<file path="src/pcrl_ram.sv">
// Generic single-port-write, single-port-read RAM with registered read.
// No dependencies.
module pcrl_ram #(
    parameter int Width = 8,
    parameter int Depth = 16
) (
    input  logic                     i_clk,
    input  logic                     i_we,
    input  logic [$clog2(Depth)-1:0] i_waddr,
    input  logic [Width-1:0]         i_wdata,
    input  logic [$clog2(Depth)-1:0] i_raddr,
    output logic [Width-1:0]         o_rdata
);
    logic [Width-1:0] r_mem [Depth];

    always_ff @(posedge i_clk) begin
        if (i_we) begin
            r_mem[i_waddr] <= i_wdata;
        end
        o_rdata <= r_mem[i_raddr];
    end
endmodule

</file>
<file path="config.mk">
export PLATFORM = sky130hd
export DESIGN_NAME = pcrl_ram
export DESIGN_NICKNAME = d
export VERILOG_FILES = /design/src/pcrl_ram.sv
export SDC_FILE = /design/constraint.sdc
export NUM_CORES = 1
export LEC_CHECK = 0
export BUFFER_PORTS_ARGS = -buffer_cell sky130_fd_sc_hd__buf_2
export CORE_MARGIN = 1
export CORE_UTILIZATION = 55
export CTS_BUF_LIST = sky130_fd_sc_hd__clkbuf_16
export DETAILED_ROUTE_END_ITERATION = 10
export PLACE_DENSITY_LB_ADDON = 0.1
export SETUP_SLACK_MARGIN = 0.02
export SLEW_MARGIN = 20
export SYNTH_ARGS = -nofsm -noshare
export SYNTH_HDL_FRONTEND = slang
export SYNTH_SLANG_ARGS = --single-unit
</file>
<file path="constraint.sdc">
create_clock -name i_clk -period 2.15 [get_ports i_clk]
set_input_delay 0.1075 -clock i_clk [delete_from_list [all_inputs] [get_ports i_clk]]
set_output_delay 0.1075 -clock i_clk [all_outputs]
set_load 0.01 [all_outputs]
</file>
After elaboration in Yosys (flattened, before gate mapping). Memory sizes are Yosys's and may differ from the RTL's. A register that Yosys moved wholly into a read port is not among the register bits. Cells that the tools add are included.

Multiplexer cells: 2.

Operator list (count): 1-bit two-way mux (2).

Flip-flop bits (word level): 0. RAM bits: 128. Bits of input ports: 18. Output and inout bits: 8. Logic and storage cells: 3. Memories: 1.

Memories: r_mem (words 16, bits a word 8, rd ports 1, clocked after memory_dff 1, wr ports 1, line 14) `logic [Width-1:0] r_mem [Depth];`.

Depth between registers and ports, before layout.
Depth after elaboration: 2. Mapped depth: 5. Gate-level depth less buffers: 3.

Worst setup path after synthesis. Ideal clock, no wire load.

Path kind: input to register. Start: in i_waddr[2]. End: mem r_mem[0][0], enable pin. Library setup time: 383 ps. Arrival: 1217 ps. Required time: 1767 ps. Path slack: 550 ps. Stages on the path: 2. Buffers on the path: 0. Path through: or3b_2 -> nor3_1.

RTL lines: from (decl) (line 9) `input logic [$clog2(Depth)-1:0] i_waddr,`; to (decl) (line 14).

No word-level cell before the write port.

==> qor.yml <==
floorplan:
  start_util_pct: 57.9
  fp.dieW_um: 98.7
  ios: 26
  die_h_um: 98.7
  rows: 34
  core-area_mm2: 0.00889
  die_area_mm2: 0.00975
timing:
  fmax_mhz: 739
  rsz0062_at_grt: "false"
  final.min_clock_period_ns: 1.35
  relSlewSlack_pct: 51.5
  setup_violations: 0
  tightest_slew_ns: 0.726
  hold_viol_final: 0
  fin_tns_setup_ns: 0
  fin_worst_skew_ns: 0.0101
  finalCritPeriodShare_pct: 63.0
  slew_viol_final: 0
power_and_ir_drop:
  p_int_w: 0.00491
  seqPwrFrac_pct: 48.7
  switching_share_pct: 19.9
  leakagePower_nw: 2.08
  powerDensity_mw_per_mm2: 1010
  total_power_w: 0.00613
  switchingPower_w: 0.00122
  power_frac_comb_pct: 4.4
  vdd_drop_max_mv: 0.596
  clkPwrFrac_pct: 46.9
worst_setup_path:
  crit_arrival_ns: 1.63
  cp-end-kind: "flip-flop"
  r2r_slack_ns: 0.80
  rr_worst_depth: 3
  worst-setup-path-type: "flip-flop to flip-flop"
  worst_setup_path_start_kind: "flip-flop"
  cp_max_fo: 1
  critPathLaunch: "r_mem[3][7]"
  r2r-end: "o_rdata[7]"
  critPathRequiredTime_ns: 2.43
  crit_end: "o_rdata[7]"
  timing.rr.start: "r_mem[3][7]"
clocking:
  clk_latency_ns: 0.40
  clockBufferDepth: 2
  cts_tree: "yes"
  clk_pin_slew_ns: 0.06
  htree_num_levels: 4
  postCtsHoldBufs: 0
  cts.repair.resized: 0
  cts_root_buf: "clkbuf_16"
  cts.sinks: 136
  post_cts_buffers: 0
  numCtsBuffers: 17
place:
  hpwl_mm: 5.79
  io_buffer_count: 25
  gp_congestion: 0.686
  post_dp_cell_area_mm2: 0.00548
synth:
  synthXorXnorAreaFrac_pct: 0
  synth_top_family_by_area: "multiplexers"
  synthMuxAreaShare_pct: 15.0
  synth_simple_gate_area_share_pct: 3.18
  ys_top_cells_by_area: "edfxtp_1 75%, mux4_2 7.9%, mux4_1 7.1%"
  synth_seq_cells: 136
  synthAdderAreaFrac_pct: 0
  synth_compound_gate_area_share_pct: 2.33
  synth_seq_area_share_pct: 77.8
  synthFlopType: "edfxtp_1"
  ys_warn_count: 0
  synth_fp_nets: 247
  synth_area_mm2: 0.00515
  ys_types: 19
  syn_area_per_cell_um2: 22.5
  synth_edf_count: 128
  synthArstFlopShare_pct: 0
  synth_top_area_share_pct: 74.7
  syn-instance-count: 229
  synth_largest_area_cell: "edfxtp_1"
routing:
  drt-total-wl_mm: 9.29
  drc: 0
  ant_nets: 0
  avgRoutedWirePerCell_um: 23.2
  via_per_inst: 6.01
  vias: 2412
  drtIter0Drc: 84
  drtPass1Iterations: 4
finish:
  final_area_mm2: 0.00608
  diodes: 0
  drive_gt1_share_pct: 31.4
  fin_nets: 299
  synthToLayoutAreaGrowth_pct: 18.1
global_route:
  grt_pass1_vias: 2493
  antenna_found_initial: 0
  grt_pass1_wl_mm: 14.1
  grt_usage_pct: 21.2
  gr-total-overflow: 0
  grt_start_max_net_pins: 33
min_path:
  hold_class: "input port to flip-flop"
outcome:
  outcome: "finished, final reports clean"
run:
  cap_violations: 0
[how the worst min path moves through the flow]
stage,from,to,depth (start not counted)
2_1_floorplan,i_wdata[0],r_mem[0][0],0
3_3_place_gp,i_wdata[1],r_mem[0][1],1
3_5_place_dp,o_rdata[2],o_rdata[2],1
4_1_cts,i_wdata[4],r_mem[2][4],1
5_1_grt,i_wdata[4],r_mem[2][4],1
6_report,i_wdata[1],r_mem[15][1],1
[placed cells by master, fill, tap and decap left out, drive strengths merged]
| cell | n |
|---|---|
| buf | 43 |
| clkinvlp | 3 |
| nand3b | 2 |
| nand2b | 2 |
| inv | 3 |
| and2b | 1 |
| bufinv | 3 |
| nand2 | 9 |
| a22oi | 16 |
| mux4 | 32 |
| dfxtp | 8 |
| nor2b | 1 |
| edfxtp | 128 |
| and2 | 1 |
| or3b | 1 |
| nor2 | 13 |
| nand3 | 1 |
| clkinv | 5 |
| clkbuf | 17 |
| nor3 | 4 |
[synth_stat cells, types with 2 or more instances]
| cell type | n |
|---|---|
| nand2b_1 | 2 |
| clkdlybuf4s25_2 | 3 |
| dfxtp_1 | 8 |
| nand2_1 | 9 |
| nand3b_1 | 2 |
| nor2_1 | 13 |
| buf_2 | 3 |
| mux4_2 | 18 |
| edfxtp_1 | 128 |
| a22oi_1 | 16 |
| mux4_1 | 14 |
| buf_6 | 3 |
| nor3_1 | 4 |
[flip-flops by register name, summed over array words and instances (netlist names)]
name / cells
o_rdata: 8
r_mem: 128
[per-stage QoR]
stage	instances	hold WS [ns]	utilization, %	setup WS, ns
after floorplan	229	0.206	-	0.550
after global placement	370	0.494	61.7	0.596
after detailed placement	370	0.498	61.7	0.585
after CTS	401	0.0765	68.4	0.783
after global routing	401	0.0829	68.4	0.735
final	401	0.0919	68.4	0.796
[worst max-delay path, stage by stage, from the launching register on]
cell,delay [ns]
edfxtp_1,0.37
mux4_2,0.47
a22oi_1,0.31
nand2_1,0.08
[cells by family after synthesis]
group | after synthesis
AO/OA/AOI/OAI | 16
buffers and inverters | 10
flip-flops | 136
multiplexers | 32
AND/OR/NAND/NOR | 35
[layout make-up]
type / count / area, um2
Clock buffer: 17 / 425
Clock inverter: 14 / 174
Fill cell: 557 / 2810
Multi-Input combinational cell: 83 / 1060
Sequential cell: 136 / 4000
Tap cell: 108 / 135
Timing Repair Buffer: 43 / 285
[power groups by stage]
stage / Combinational [W] / Sequential (W) / Clock [W]
after floorplan: 0.000150 / 0.00304 / 0
after global placement: 0.000269 / 0.00304 / 0
after detailed placement: 0.000275 / 0.00304 / 0
after CTS: 0.000276 / 0.00298 / 0.00292
after global routing: 0.000292 / 0.00299 / 0.00303
final: 0.000269 / 0.00298 / 0.00287
[per-layer routing]
| layer | routed length, um | share of wire (%) | track usage [%] | vias up |
|---|---|---|---|---|
| li1 | - | - | - | 1077 |
| met2 | 4840 | 52 | 34.7 | 68 |
| met4 | 72 | 0.78 | 6.20 | 0 |
| met3 | 521 | 5.6 | 5.53 | 4 |
| met1 | 3860 | 42 | 28.4 | 1263 |
| met5 | 0 | 0 | 0 | - |
Note: power is estimated with default switching activity, not from simulation.
